==> config.mk <==
export PLATFORM = sky130hd
export DESIGN_NAME = mpeg_audio_frame_header_check
export DESIGN_NICKNAME = d
export VERILOG_FILES = /design/src/rtl/core/mafh_pkg.sv /design/src/rtl/core/mpeg_audio_frame_header_check.sv
export SDC_FILE = /design/constraint.sdc
export NUM_CORES = 1
export LEC_CHECK = 0
export BUFFER_PORTS_ARGS = -buffer_cell sky130_fd_sc_hd__buf_2
export CORE_ASPECT_RATIO = 1.2
export CORE_MARGIN = 3
export CORE_UTILIZATION = 65
export CTS_BUF_LIST = sky130_fd_sc_hd__clkbuf_8
export CTS_CLUSTER_SIZE = 40
export DETAILED_ROUTE_END_ITERATION = 10
export GPL_ROUTABILITY_DRIVEN = 1
export PLACE_DENSITY = 0.78
export SYNTH_ARGS = -nofsm -noshare
export SYNTH_HDL_FRONTEND = slang
export SYNTH_SLANG_ARGS = --single-unit
==> constraint.sdc <==
create_clock -name clk -period 13.8 [get_ports clk]
set_input_delay 2.07 -clock clk [delete_from_list [all_inputs] [get_ports clk]]
set_output_delay 2.07 -clock clk [all_outputs]
set_load 0.01 [all_outputs]
==> src/rtl/core/mafh_pkg.sv <==
// Package for the MPEG audio frame header checker.
// Holds header field codes, frame length scale factors and the bitrate and
// sample rate tables. No dependencies.
package mafh_pkg;

    // Version field codes
    localparam logic [1:0] VER_MPEG25   = 2'b00;
    localparam logic [1:0] VER_RESERVED = 2'b01;
    localparam logic [1:0] VER_MPEG2    = 2'b10;
    localparam logic [1:0] VER_MPEG1    = 2'b11;

    // Layer field codes
    localparam logic [1:0] LAYER_RESERVED = 2'b00;
    localparam logic [1:0] LAYER_III      = 2'b01;
    localparam logic [1:0] LAYER_II       = 2'b10;
    localparam logic [1:0] LAYER_I        = 2'b11;

    // Rejected index codes
    localparam logic [3:0] BR_FREE     = 4'd0;
    localparam logic [3:0] BR_BAD      = 4'd15;
    localparam logic [1:0] SR_RESERVED = 2'd3;

    // Widths
    localparam int KBPS_W  = 9;
    localparam int SCALE_W = 18;
    localparam int NUM_W   = 27;
    localparam int BASE_W  = 16;
    localparam int RECIP_Q = 40;
    localparam int RECIP_W = 26;
    localparam int QUO_W   = 12;
    localparam int LEN_W   = 12;

    // Frame length scale factors
    localparam logic [SCALE_W-1:0] L1_SCALE  = SCALE_W'(12000);
    localparam logic [SCALE_W-1:0] L23_SCALE = SCALE_W'(144000);

    // Base sample rates (MPEG-1), and fixed-point reciprocals floor(2^40 / rate)
    localparam int RATE0 = 44100;
    localparam int RATE1 = 48000;
    localparam int RATE2 = 32000;
    localparam logic [RECIP_W-1:0] RECIP0 = RECIP_W'((64'd1 << RECIP_Q) / RATE0);
    localparam logic [RECIP_W-1:0] RECIP1 = RECIP_W'((64'd1 << RECIP_Q) / RATE1);
    localparam logic [RECIP_W-1:0] RECIP2 = RECIP_W'((64'd1 << RECIP_Q) / RATE2);

    // Bitrate tables in kbit/s, indexed by bitrate index (entry 15 unused)
    typedef logic [KBPS_W-1:0] kbps_row_t [16];

    localparam kbps_row_t KBPS_V1_L1 = '{
        9'd0, 9'd32, 9'd64, 9'd96, 9'd128, 9'd160, 9'd192, 9'd224,
        9'd256, 9'd288, 9'd320, 9'd352, 9'd384, 9'd416, 9'd448, 9'd0};
    localparam kbps_row_t KBPS_V1_L2 = '{
        9'd0, 9'd32, 9'd48, 9'd56, 9'd64, 9'd80, 9'd96, 9'd112,
        9'd128, 9'd160, 9'd192, 9'd224, 9'd256, 9'd320, 9'd384, 9'd0};
    localparam kbps_row_t KBPS_V1_L3 = '{
        9'd0, 9'd32, 9'd40, 9'd48, 9'd56, 9'd64, 9'd80, 9'd96,
        9'd112, 9'd128, 9'd160, 9'd192, 9'd224, 9'd256, 9'd320, 9'd0};
    localparam kbps_row_t KBPS_V2_L1 = '{
        9'd0, 9'd32, 9'd48, 9'd56, 9'd64, 9'd80, 9'd96, 9'd112,
        9'd128, 9'd144, 9'd160, 9'd176, 9'd192, 9'd224, 9'd256, 9'd0};
    localparam kbps_row_t KBPS_V2_L23 = '{
        9'd0, 9'd8, 9'd16, 9'd24, 9'd32, 9'd40, 9'd48, 9'd56,
        9'd64, 9'd80, 9'd96, 9'd112, 9'd128, 9'd144, 9'd160, 9'd0};

    // Bitrate lookup by version class, layer code and bitrate index
    function automatic logic [KBPS_W-1:0] kbps_lookup(
        input logic       low_fs,
        input logic [1:0] layer,
        input logic [3:0] br
    );
        logic [KBPS_W-1:0] kbps;
        kbps = '0;
        if (low_fs)
        begin
            kbps = (layer == LAYER_I) ? KBPS_V2_L1[br] : KBPS_V2_L23[br];
        end
        else
        begin
            unique case (layer)
                LAYER_I:  kbps = KBPS_V1_L1[br];
                LAYER_II: kbps = KBPS_V1_L2[br];
                default:  kbps = KBPS_V1_L3[br];
            endcase
        end
        return kbps;
    endfunction

    // Base sample rate by sample rate index
    function automatic logic [BASE_W-1:0] base_rate(input logic [1:0] sr);
        logic [BASE_W-1:0] rate;
        unique case (sr)
            2'd0:    rate = BASE_W'(RATE0);
            2'd1:    rate = BASE_W'(RATE1);
            default: rate = BASE_W'(RATE2);
        endcase
        return rate;
    endfunction

    // Reciprocal of the base sample rate
    function automatic logic [RECIP_W-1:0] base_recip(input logic [1:0] sr);
        logic [RECIP_W-1:0] recip;
        unique case (sr)
            2'd0:    recip = RECIP0;
            2'd1:    recip = RECIP1;
            default: recip = RECIP2;
        endcase
        return recip;
    endfunction

endpackage

==> src/rtl/core/mpeg_audio_frame_header_check.sv <==
// MPEG audio frame header checker: validates a header word, computes frame length.
// Uses mafh_pkg for field codes, rate and bitrate tables.
//
// Usage:
//   Input channel: in_valid / in_ready with header_word (four header bytes,
//   first byte in bits 31..24). Output channel: out_valid / out_ready with
//   header_ok and frame_bytes (0 when the header is rejected).
//   Each header gives exactly one result, in order.
// Throughput: one header per cycle while out_ready does not hold the output.
//   Four register stages, in order: decode and table lookup, bitrate times
//   scale multiply, reciprocal multiply, remainder correction and length; the
//   last drives the outputs. Division by the sample rate is a multiply by a
//   fixed-point reciprocal plus one compare-and-subtract correction.
// Stalls: each stage holds while the stage after it is full and stalled;
//   in_ready stays high while any stage is empty, so the pipeline keeps
//   filling while a finished result waits on out_ready.
// Reset: rst_n clears all stage valid bits; no results are pending after it.
//   The block has no configuration and no state beyond the pipeline.
module mpeg_audio_frame_header_check (
    input  logic        clk,
    input  logic        rst_n,
    input  logic        in_valid,
    output logic        in_ready,
    input  logic [31:0] header_word,
    output logic        out_valid,
    input  logic        out_ready,
    output logic        header_ok,
    output logic [11:0] frame_bytes
);

    // Stage valid bits and per-stage advance
    logic v1_reg, v2_reg, v3_reg, v4_reg;
    logic rdy1, rdy2, rdy3, rdy4;

    assign rdy4     = !v4_reg || out_ready;
    assign rdy3     = !v3_reg || rdy4;
    assign rdy2     = !v2_reg || rdy3;
    assign rdy1     = !v1_reg || rdy2;
    assign in_ready = rdy1;

    // Stage 1: field decode and checks
    logic       sync_ok;
    logic [1:0] ver;
    logic [1:0] lay;
    logic [3:0] br;
    logic [1:0] sr;
    logic       low_fs;
    logic       quarter;
    logic       ok_next;
    logic [1:0] shift_next;

    assign sync_ok = &header_word[31:21];
    assign ver     = header_word[20:19];
    assign lay     = header_word[18:17];
    assign br      = header_word[15:12];
    assign sr      = header_word[11:10];
    assign low_fs  = (ver != mafh_pkg::VER_MPEG1);
    assign quarter = (ver == mafh_pkg::VER_MPEG25);
    assign ok_next = sync_ok && (ver != mafh_pkg::VER_RESERVED)
                  && (lay != mafh_pkg::LAYER_RESERVED)
                  && (br != mafh_pkg::BR_FREE) && (br != mafh_pkg::BR_BAD)
                  && (sr != mafh_pkg::SR_RESERVED);
    // Sample rate is base >> (low_fs + quarter); layer III low-fs doubles it back
    assign shift_next = (lay == mafh_pkg::LAYER_III) ? {1'b0, quarter}
                                                     : {1'b0, low_fs} + {1'b0, quarter};

    logic                        ok1_reg;
    logic                        l1_1_reg;
    logic                        pad1_reg;
    logic [1:0]                  shift1_reg;
    logic [1:0]                  sr1_reg;
    logic [mafh_pkg::KBPS_W-1:0] kbps1_reg;

    always_ff @(posedge clk or negedge rst_n)
    begin
        if (!rst_n)
        begin
            v1_reg <= 1'b0;
        end
        else if (rdy1)
        begin
            v1_reg <= in_valid;
        end
    end

    always_ff @(posedge clk)
    begin
        if (rdy1 && in_valid)
        begin
            ok1_reg    <= ok_next;
            l1_1_reg   <= (lay == mafh_pkg::LAYER_I);
            pad1_reg   <= header_word[9];
            shift1_reg <= shift_next;
            sr1_reg    <= sr;
            // Rejected headers carry a zero bitrate so the arithmetic stays at zero
            kbps1_reg  <= ok_next ? mafh_pkg::kbps_lookup(low_fs, lay, br) : '0;
        end
    end

    // Stage 2: numerator = kbps * scale << shift
    logic [mafh_pkg::SCALE_W-1:0] scale;
    logic [mafh_pkg::NUM_W-1:0]   prod2;
    logic [mafh_pkg::NUM_W-1:0]   num_next;

    assign scale    = l1_1_reg ? mafh_pkg::L1_SCALE : mafh_pkg::L23_SCALE;
    assign prod2    = mafh_pkg::NUM_W'(kbps1_reg) * mafh_pkg::NUM_W'(scale);
    assign num_next = prod2 << shift1_reg;

    logic                       ok2_reg;
    logic                       l1_2_reg;
    logic                       pad2_reg;
    logic [1:0]                 sr2_reg;
    logic [mafh_pkg::NUM_W-1:0] num2_reg;

    always_ff @(posedge clk or negedge rst_n)
    begin
        if (!rst_n)
        begin
            v2_reg <= 1'b0;
        end
        else if (rdy2)
        begin
            v2_reg <= v1_reg;
        end
    end

    always_ff @(posedge clk)
    begin
        if (rdy2 && v1_reg)
        begin
            ok2_reg  <= ok1_reg;
            l1_2_reg <= l1_1_reg;
            pad2_reg <= pad1_reg;
            sr2_reg  <= sr1_reg;
            num2_reg <= num_next;
        end
    end

    // Stage 3: quotient estimate via reciprocal multiply (low by at most one)
    logic [mafh_pkg::NUM_W+mafh_pkg::RECIP_W-1:0] prod3;
    logic [mafh_pkg::QUO_W-1:0]                   qest_next;

    assign prod3     = num2_reg * mafh_pkg::base_recip(sr2_reg);
    assign qest_next = prod3[mafh_pkg::RECIP_Q +: mafh_pkg::QUO_W];

    logic                       ok3_reg;
    logic                       l1_3_reg;
    logic                       pad3_reg;
    logic [1:0]                 sr3_reg;
    logic [mafh_pkg::NUM_W-1:0] num3_reg;
    logic [mafh_pkg::QUO_W-1:0] qest3_reg;

    always_ff @(posedge clk or negedge rst_n)
    begin
        if (!rst_n)
        begin
            v3_reg <= 1'b0;
        end
        else if (rdy3)
        begin
            v3_reg <= v2_reg;
        end
    end

    always_ff @(posedge clk)
    begin
        if (rdy3 && v2_reg)
        begin
            ok3_reg   <= ok2_reg;
            l1_3_reg  <= l1_2_reg;
            pad3_reg  <= pad2_reg;
            sr3_reg   <= sr2_reg;
            num3_reg  <= num2_reg;
            qest3_reg <= qest_next;
        end
    end

    // Stage 4: remainder check, correction, padding and layer I slot scaling
    logic [mafh_pkg::BASE_W-1:0] base3;
    logic [mafh_pkg::NUM_W-1:0]  qb;
    logic [mafh_pkg::NUM_W-1:0]  rem;
    logic                        corr;
    logic [mafh_pkg::LEN_W-1:0]  quo;
    logic [mafh_pkg::LEN_W-1:0]  slots;
    logic [mafh_pkg::LEN_W-1:0]  len_next;

    assign base3    = mafh_pkg::base_rate(sr3_reg);
    assign qb       = mafh_pkg::NUM_W'(qest3_reg) * mafh_pkg::NUM_W'(base3);
    assign rem      = num3_reg - qb;
    assign corr     = (rem >= mafh_pkg::NUM_W'(base3));
    assign quo      = qest3_reg + mafh_pkg::LEN_W'(corr);
    assign slots    = quo + mafh_pkg::LEN_W'(pad3_reg);
    assign len_next = !ok3_reg ? '0 : (l1_3_reg ? (slots << 2) : slots);

    logic                       ok4_reg;
    logic [mafh_pkg::LEN_W-1:0] len4_reg;

    always_ff @(posedge clk or negedge rst_n)
    begin
        if (!rst_n)
        begin
            v4_reg <= 1'b0;
        end
        else if (rdy4)
        begin
            v4_reg <= v3_reg;
        end
    end

    always_ff @(posedge clk)
    begin
        if (rdy4 && v3_reg)
        begin
            ok4_reg  <= ok3_reg;
            len4_reg <= len_next;
        end
    end

    assign out_valid   = v4_reg;
    assign header_ok   = ok4_reg;
    assign frame_bytes = len4_reg;

`ifndef NO_ASSERTIONS
    // A rejected header reports zero length
    assert property (@(posedge clk) disable iff (!rst_n)
        out_valid && !header_ok |-> frame_bytes == '0)
        else $error("rejected header with nonzero length");

    // A usable header always has a nonzero length
    assert property (@(posedge clk) disable iff (!rst_n)
        out_valid && header_ok |-> frame_bytes != '0)
        else $error("usable header with zero length");

    // Reciprocal estimate is never more than one below the true quotient
    assert property (@(posedge clk) disable iff (!rst_n)
        v3_reg |-> (num3_reg >= qb)
                   && (rem < (mafh_pkg::NUM_W'(base3) << 1)))
        else $error("quotient estimate out of correction range");

    // An input transfer always lands in the first stage
    assert property (@(posedge clk) disable iff (!rst_n)
        in_valid && in_ready |=> v1_reg)
        else $error("accepted header lost at stage 1");

    // A held result is not dropped while the receiver stalls
    assert property (@(posedge clk) disable iff (!rst_n)
        out_valid && !out_ready |=> out_valid && $stable(frame_bytes))
        else $error("stalled result changed");
`endif

endmodule
==> impl_metrics.json, run 1 <==
{
  "status": "finished clean",
  "final_util": 0.6895,
  "synth.area.top_cells": "fa_1 39%, ha_1 18%, edfxtp_1 11%",
  "overflow": 0,
  "grt_max_degree": 44,
  "fillers": 2663,
  "maxSlewViolCount": 0,
  "antenna_found_initial": 0,
  "htree_levels": 3,
  "rows": 75,
  "min_period_over_period": 0.7298,
  "grt_first_pass_wirelength_um": 90360,
  "ant_nets": 0,
  "drt-total-wl_um": 53850,
  "critPathCaptureType": "register",
  "die_w_um": 179.7,
  "reg2reg_setup_slack_ps": 3730,
  "yosysTopAreaCellShare": 0.3887,
  "worst-setup-path-type": "reg -> reg",
  "cp_top_family": "adder cells",
  "syn_to_final_growth_pct": 3.636,
  "initial_core_util": 0.6654,
  "first_pass_iters": 5,
  "via_per_inst": 5.677,
  "cts_root_buffer": "clkbuf_8",
  "die_area_mm2": 0.03854,
  "synth-compound-area-share": 0.06650,
  "cp.required_ps": 13960,
  "slowest_stage": "nor2b_1",
  "grt_pass1_vias": 18060,
  "cp_slowest_stage_delay_ps": 830,
  "skew_ps": 12.60,
  "gp_congestion": 0.9904,
  "synth_area_mm2": 0.02354,
  "maxCapViolCount": 0,
  "hp-class": "reg -> reg",
  "setup-violations-final": 0,
  "cp_max_fo": 17,
  "yosys_warnings": 0,
  "synthFlopType": "edfxtp_1",
  "cp_data_arrival_time_ps": 10230,
  "yosysSeqAreaShare": 0.1140,
  "yosysTopAreaCell": "fa_1",
  "via_count": 16320,
  "cts_max_path_buffers": 2,
  "synth_area_per_cell_um2": 9.845,
  "routedWlPerCell_um": 18.74,
  "place_hpwl_um": 46860,
  "synthXorXnorAreaFrac": 0.01637,
  "final_nets": 3237,
  "min_period_ps": 10070,
  "numPortBuffers": 40,
  "cts_sinks": 90,
  "ys_seq_elements": 90,
  "synth_top_family_by_area": "adder cells",
  "synth_fa_ha_area_frac": 0.5678,
  "synth-edff-count": 86,
  "hold_slack_ps": 426.4,
  "finalHoldViolCount": 0,
  "synth_cell_type_count": 83,
  "synthMuxAreaShare": 0.01632,
  "insertion_delay_ps": 380,
  "cts_resized": 0,
  "clk_pin_slew_ps": 90,
  "ios": 51,
  "cts_setup_buffers": 0,
  "fmax_ghz": 0.09929,
  "holdBufCountCts": 0,
  "tns_ps": 0,
  "synthArstFlopShare": 0.04444,
  "synth_simple_gate_area_frac": 0.1029,
  "rsz0062_at_grt": "false",
  "cts_tree": "done",
  "cp_num_buf_inv": 5,
  "design.core.area_mm2": 0.03538,
  "die_h_um": 214.5,
  "drive_gt1_frac": 0.04063,
  "worstSetupStartpointType": "register",
  "initialDrtViolationCount": 1325,
  "postSynthCellCount": 2391,
  "path_common_cell": "fa_1",
  "cts_buffers": 9,
  "synth.most_common_cell": "inv_1",
  "grtUsageTotal": 0.2934,
  "remaining_drc_errors": 0,
  "slew_headroom": 0.2526,
  "tightest_slew_ps": 1121,
  "diodes": 0,
  "synth_commonest_cells": "661 x inv_1, 457 x fa_1, 337 x ha_1"
}
[logic make-up after synthesis]
family | after synthesis
adder cells (fa/ha/maj) | 794
buffers and inverters | 723
AND/OR/NAND/NOR | 468
AO/OA/AOI/OAI | 236
flip-flops | 90
XOR/XNOR | 44
multiplexers | 34
other | 2
[layout by cell type (no fill, tap or decap), types with 40 or more instances in the layout]
master,count
inv_1,662
fa_1,457
ha_1,337
nand2_1,106
nor2_1,103
edfxtp_1,86
a21oi_1,68
and2_1,54
o21ai_0,40
buf_2,40
[worst register-to-register path: cells and delay by family, from the launching register on]
| kind | cells | cell delay [ps] |
|---|---|---|
| AOI/OAI and AO/OA | 8 | 1640 |
| and+or+nand+nor | 11 | 2880 |
| DFF | 1 | 810 |
| adders and majority gates | 9 | 3750 |
| buffers and inverters | 5 | 810 |
[per-layer routing]
layer | global-route usage | part of all wire | up-vias
li1 | - | - | 7487
met1 | 0.3690 | 0.38 | 8076
met2 | 0.5044 | 0.50 | 615
met3 | 0.06210 | 0.075 | 138
met4 | 0.1055 | 0.041 | 0
met5 | 0 | 0 | -
[cell type report]
type / count / area (um2) / area share
well taps: 462 / 578.1 / 0.02370
multi-input cells: 1596 / 18200 / 0.7459
repair buffers: 49 / 267.8 / 0.01098
clock buffers: 11 / 151.4 / 0.006206
flip-flops and latches: 90 / 2683 / 0.1100
inverters: 661 / 2481 / 0.1017
clock inverters: 5 / 37.54 / 0.001539
[worst paths after layout]
check,startpoint,endpoint,cells past startpoint
worst max register to register,sr3_reg[0]$_DFFE_PP_,frame_bytes[10]$_SDFFCE_PN0P_,33
worst max-delay path,sr3_reg[0]$_DFFE_PP_,frame_bytes[10]$_SDFFCE_PN0P_,33
worst min-delay path,pad1_reg$_DFFE_PP_,pad2_reg$_DFFE_PP_,0
min in group asynchronous,rst_n,out_valid$_DFFE_PN0P_,1
worst min register to register,pad1_reg$_DFFE_PP_,pad2_reg$_DFFE_PP_,0
max in group asynchronous,rst_n,v2_reg$_DFFE_PN0P_,1
[through the flow]
step / setup slack, ps / area, um2 / std cells
floorplan: 5977 / 23610 / 2409
global placement: 4085 / 24210 / 2858
detailed placement: 3927 / 24210 / 2858
CTS: 3893 / 24390 / 2874
global route: 3131 / 24390 / 2874
finish: 3729 / 24390 / 2874
Power of run 1 is not shown: default switching activity piles up to over one toggle a cycle in this logic, so the estimate is an artifact.
==> inputs of run 2 (changes only) <==
Clock period 13.8 ns to 9.4 ns, I/O delays scaled along.
==> run 2 against run 1 <==
  * Clock-buffer cell count fell by 2
  * Critical path type unchanged
  * Register-to-register slack got worse by 3300 ps
  * Critical endpoint unchanged
  * Global-route usage is 0.31 points lower
==> impl_metrics.json, run 2 (synthesis results as in run 1) <==
{
  "rsz0062_at_grt": "false",
  "diodes": 0,
  "cts_tree": "done",
  "skew_ps": 26.53,
  "cts_max_path_buffers": 2,
  "hp-class": "reg -> reg",
  "grtUsageTotal": 0.2903,
  "ios": 51,
  "die_area_mm2": 0.03854,
  "overflow": 0,
  "via_per_inst": 5.722,
  "slowest_stage": "fa_1",
  "cts_buffers": 9,
  "fmax_ghz": 0.1118,
  "holdBufCountCts": 0,
  "place_hpwl_um": 47120,
  "r2r-start": "sr3_reg[0]$_DFFE_PP_",
  "gp_congestion": 0.9956,
  "setup-violations-final": 0,
  "htree_levels": 3,
  "initial_core_util": 0.6654,
  "syn_to_final_growth_pct": 4.173,
  "initialDrtViolationCount": 1249,
  "cp_max_fo": 11,
  "antenna_found_initial": 1,
  "critPathCaptureType": "register",
  "slew_headroom": 0.2656,
  "cts_root_buffer": "clkbuf_8",
  "numPortBuffers": 40,
  "maxSlewViolCount": 0,
  "ant_nets": 0,
  "hold_slack_ps": 425.3,
  "cts_sinks": 90,
  "reg2reg_to": "frame_bytes[10]$_SDFFCE_PN0P_",
  "cp-startpoint": "sr3_reg[0]$_DFFE_PP_",
  "design.core.area_mm2": 0.03538,
  "min_period_over_period": 0.9516,
  "insertion_delay_ps": 390,
  "worst-setup-path-type": "reg -> reg",
  "path_common_cell": "fa_1",
  "min_period_ps": 8945,
  "layout_common_cells": "662 x inv_1, 457 x fa_1, 337 x ha_1",
  "final_common_cell": "inv_1",
  "clk_pin_slew_ps": 110,
  "grt_first_pass_wirelength_um": 89500,
  "via_count": 16520,
  "cp_top_family": "adder cells",
  "worstRegToRegCells": 34,
  "drive_gt1_frac": 0.04577,
  "hold_start": "pad1_reg$_DFFE_PP_",
  "tightest_slew_ps": 1102,
  "routedWlPerCell_um": 18.57,
  "cts_setup_buffers": 0,
  "cp_data_arrival_time_ps": 9080,
  "maxCapViolCount": 0,
  "cts_resized": 0,
  "whs_path_depth": 0,
  "drt-total-wl_um": 53610,
  "finalHoldViolCount": 0,
  "fillers": 2654,
  "hold_end": "pad2_reg$_DFFE_PP_",
  "die_h_um": 214.5,
  "rows": 75,
  "cp_num_buf_inv": 6,
  "die_w_um": 179.7,
  "status": "finished clean",
  "remaining_drc_errors": 0,
  "cp.required_ps": 9540,
  "final_nets": 3250,
  "cp_slowest_stage_delay_ps": 580,
  "grt_pass1_vias": 17840,
  "worstSetupStartpointType": "register",
  "first_pass_iters": 5,
  "grt_max_degree": 37,
  "reg2reg_setup_slack_ps": 450,
  "tns_ps": 0
}
## run 2: changes by cell type in the layout (fill, tap and decap cells not counted)
cell       previous run  this run
clkinv_2              0         1
clkinv_4              2         1
buf_4                 9        22
clkbuf_8             11         9
bufinv_16             0         2
## run 2: how the worst max path moves through the flow
stage / end / slack [ps] / cells after the start
2_1_floorplan: frame_bytes[10]$_SDFFCE_PN0P_ / 1580 / 37
3_3_place_gp: frame_bytes[10]$_SDFFCE_PN0P_ / 870 / 34
3_5_place_dp: frame_bytes[10]$_SDFFCE_PN0P_ / 630 / 34
4_1_cts: frame_bytes[10]$_SDFFCE_PN0P_ / 590 / 34
5_1_grt: frame_bytes[10]$_SDFFCE_PN0P_ / 20 / 34
6_report: frame_bytes[10]$_SDFFCE_PN0P_ / 450 / 34
## run 2: layout make-up
cell class                      instances  area (um2)  share of cell area
Sequential cell                        90        2683              0.1094
Clock buffer                            9       123.9            0.005052
Tap cell                              462       578.1             0.02357
Clock inverter                          7       93.84            0.003827
Multi-Input combinational cell       1596       18200              0.7421
Inverter                              661        2481              0.1012
Timing Repair Buffer                   62       365.4             0.01490
## run 2: worst register-to-register path, delay by kind of cell (launching register included)
family                     cells  cell delay, ps
adders and majority gates      9            3750
and+or+nand+nor               11            2210
AOI/OAI and AO/OA              8            1530
buffers and inverters          6             610
DFF                            1             570
## run 2: per-layer routing
metal | track usage | vias up | part of all wire
met5 | 0 | - | 0
met4 | 0.1109 | 0 | 0.047
met3 | 0.05921 | 175 | 0.076
met2 | 0.4862 | 648 | 0.49
met1 | 0.3752 | 8178 | 0.39
li1 | - | 7519 | -
## run 2: per-stage QoR
step | instances | utilization | area, um2 | worst slack [ps]
6_report | 2887 | 0.6931 | 24520 | 454.9
5_1_grt | 2887 | 0.6931 | 24520 | 22.78
4_1_cts | 2884 | 0.6925 | 24500 | 589.8
3_5_place_dp | 2868 | 0.6863 | 24280 | 625.3
3_3_place_gp | 2868 | 0.6863 | 24280 | 872.3
2_1_floorplan | 2409 | - | 23610 | 1577
Power of run 2 is left out for the same reason.
==> inputs of run 3 (changes only) <==
Settings changed: CORE_ASPECT_RATIO 1.2 to not set, REMOVE_ABC_BUFFERS set to 1.
==> run 3 against run 2 <==
  * Die area about the same
  * Global-route usage up 0.40 points
  * Flip-flop and latch count unchanged
  * Critical path depth unchanged
  * Via count down 1.6%
  * Design area about the same
  * Non-clock buffer count up 1
  * First-iteration DRC count down 24%
  * Final cell count unchanged
  * Maximum frequency up 1.5%
  * Register-to-register slack better by 130 ps
==> impl_metrics.json, run 3 (synthesis results as in run 1) <==
{
  "cts_setup_buffers": 0,
  "routedWlPerCell_um": 18.67,
  "first_pass_iters": 5,
  "cp_num_buf_inv": 6,
  "cts_tree": "done",
  "clk_pin_slew_ps": 110,
  "hold_slack_ps": 428.4,
  "overflow": 0,
  "cp.required_ps": 9520,
  "path_common_cell": "fa_1",
  "top_layer": "met5",
  "grtUsageTotal": 0.2943,
  "fmax_ghz": 0.1135,
  "placed_cell_area_mm2": 0.02431,
  "cp_slowest_stage_delay_ps": 530,
  "final_nets": 3251,
  "slew_headroom": 0.2734,
  "diodes": 0,
  "drt-total-wl_um": 53900,
  "worstRegToRegCells": 34,
  "r2r-start": "sr3_reg[0]$_DFFE_PP_",
  "finalHoldViolCount": 0,
  "cts_max_path_buffers": 2,
  "grt_first_pass_wirelength_um": 89270,
  "route.met2.wl_um": 25470,
  "die_w_um": 196.3,
  "holdBufCountCts": 0,
  "design.core.area_mm2": 0.03566,
  "initialDrtViolationCount": 950,
  "ios": 51,
  "syn_to_final_growth_pct": 4.093,
  "grt_pass1_vias": 17510,
  "final_util": 0.6872,
  "cts_root_buffer": "clkbuf_8",
  "min_period_over_period": 0.9374,
  "remaining_drc_errors": 0,
  "tightest_slew_ps": 1090,
  "cp_max_fo": 16,
  "numPortBuffers": 40,
  "grt_max_degree": 43,
  "min_period_ps": 8811,
  "rows": 69,
  "cts_resized": 0,
  "hp-class": "reg -> reg",
  "hold_start": "sr1_reg[0]$_DFFE_PP_",
  "die_h_um": 196.3,
  "cp_data_arrival_time_ps": 8930,
  "cts_sinks": 90,
  "cp_top_family": "adder cells",
  "setup-violations-final": 0,
  "via_per_inst": 5.630,
  "skew_ps": 24.71,
  "gp_congestion": 0.9752,
  "cp-startpoint": "sr3_reg[0]$_DFFE_PP_",
  "place_hpwl_um": 47050,
  "rsz0062_at_grt": "false",
  "worst-setup-path-type": "reg -> reg",
  "design_area_mm2": 0.02450,
  "ant_nets": 0,
  "drive_gt1_frac": 0.04617,
  "maxCapViolCount": 0,
  "worstSetupStartpointType": "register",
  "wl_met1_um": 22580,
  "layout_common_cells": "662 x inv_1, 457 x fa_1, 337 x ha_1",
  "via_count": 16260,
  "htree_levels": 3,
  "wl_met3_um": 4050,
  "fillers": 2715,
  "antenna_found_initial": 2,
  "whs_path_depth": 0,
  "initial_core_util": 0.6602,
  "cts_buffers": 9,
  "slowest_stage": "fa_1",
  "maxSlewViolCount": 0,
  "critPathCaptureType": "register",
  "die_area_mm2": 0.03853,
  "status": "finished clean",
  "final_common_cell": "inv_1",
  "cp.depth": 34,
  "tns_ps": 0,
  "insertion_delay_ps": 390
}
-- run 3: per-stage QoR --
| step | setup slack (ps) | instances |
|---|---|---|
| 4_1_cts | 648.1 | 2887 |
| 3_5_place_dp | 689.6 | 2871 |
| 6_report | 588.9 | 2887 |
| 3_3_place_gp | 953.5 | 2871 |
| 2_1_floorplan | 1573 | 2347 |
| 5_1_grt | 37.59 | 2887 |
-- run 3: cell type report --
cell class | count | area (um2) | area share
clock buffer | 9 | 123.9 | 0.005055
inverter | 661 | 2481 | 0.1013
multi-input combinational | 1596 | 18200 | 0.7426
tap | 461 | 576.8 | 0.02354
sequential | 90 | 2683 | 0.1095
timing repair buffer | 63 | 372.9 | 0.01522
clock inverter | 7 | 68.82 | 0.002809
-- run 3: path summary, 6_finish.rpt --
check                                                endpoint  slack, ps
worst max-delay path            frame_bytes[10]$_SDFFCE_PN0P_        590
worst min-delay path                     sr2_reg[0]$_DFFE_PP_        430
worst max register to register  frame_bytes[10]$_SDFFCE_PN0P_        590
worst min register to register           sr2_reg[0]$_DFFE_PP_        430
max in group asynchronous               out_valid$_DFFE_PN0P_       8460
min in group asynchronous                  v3_reg$_DFFE_PN0P_        820
-- run 3: worst register-to-register path, delay by kind of cell, from the launching register on --
kind | cells | cell delay, ps
and+or+nand+nor | 11 | 2010
AOI/OAI and AO/OA | 8 | 1440
buffers and inverters | 6 | 830
DFF | 1 | 370
adders and majority gates | 9 | 3900
-- run 3: metal layers --
| metal | vias to the layer above | global-route usage |
|---|---|---|
| li1 | 7508 | - |
| met5 | - | 0 |
| met4 | 4 | 0.08556 |
| met2 | 542 | 0.4754 |
| met1 | 8079 | 0.4079 |
| met3 | 122 | 0.06285 |
Power of run 3 is left out for the same reason.
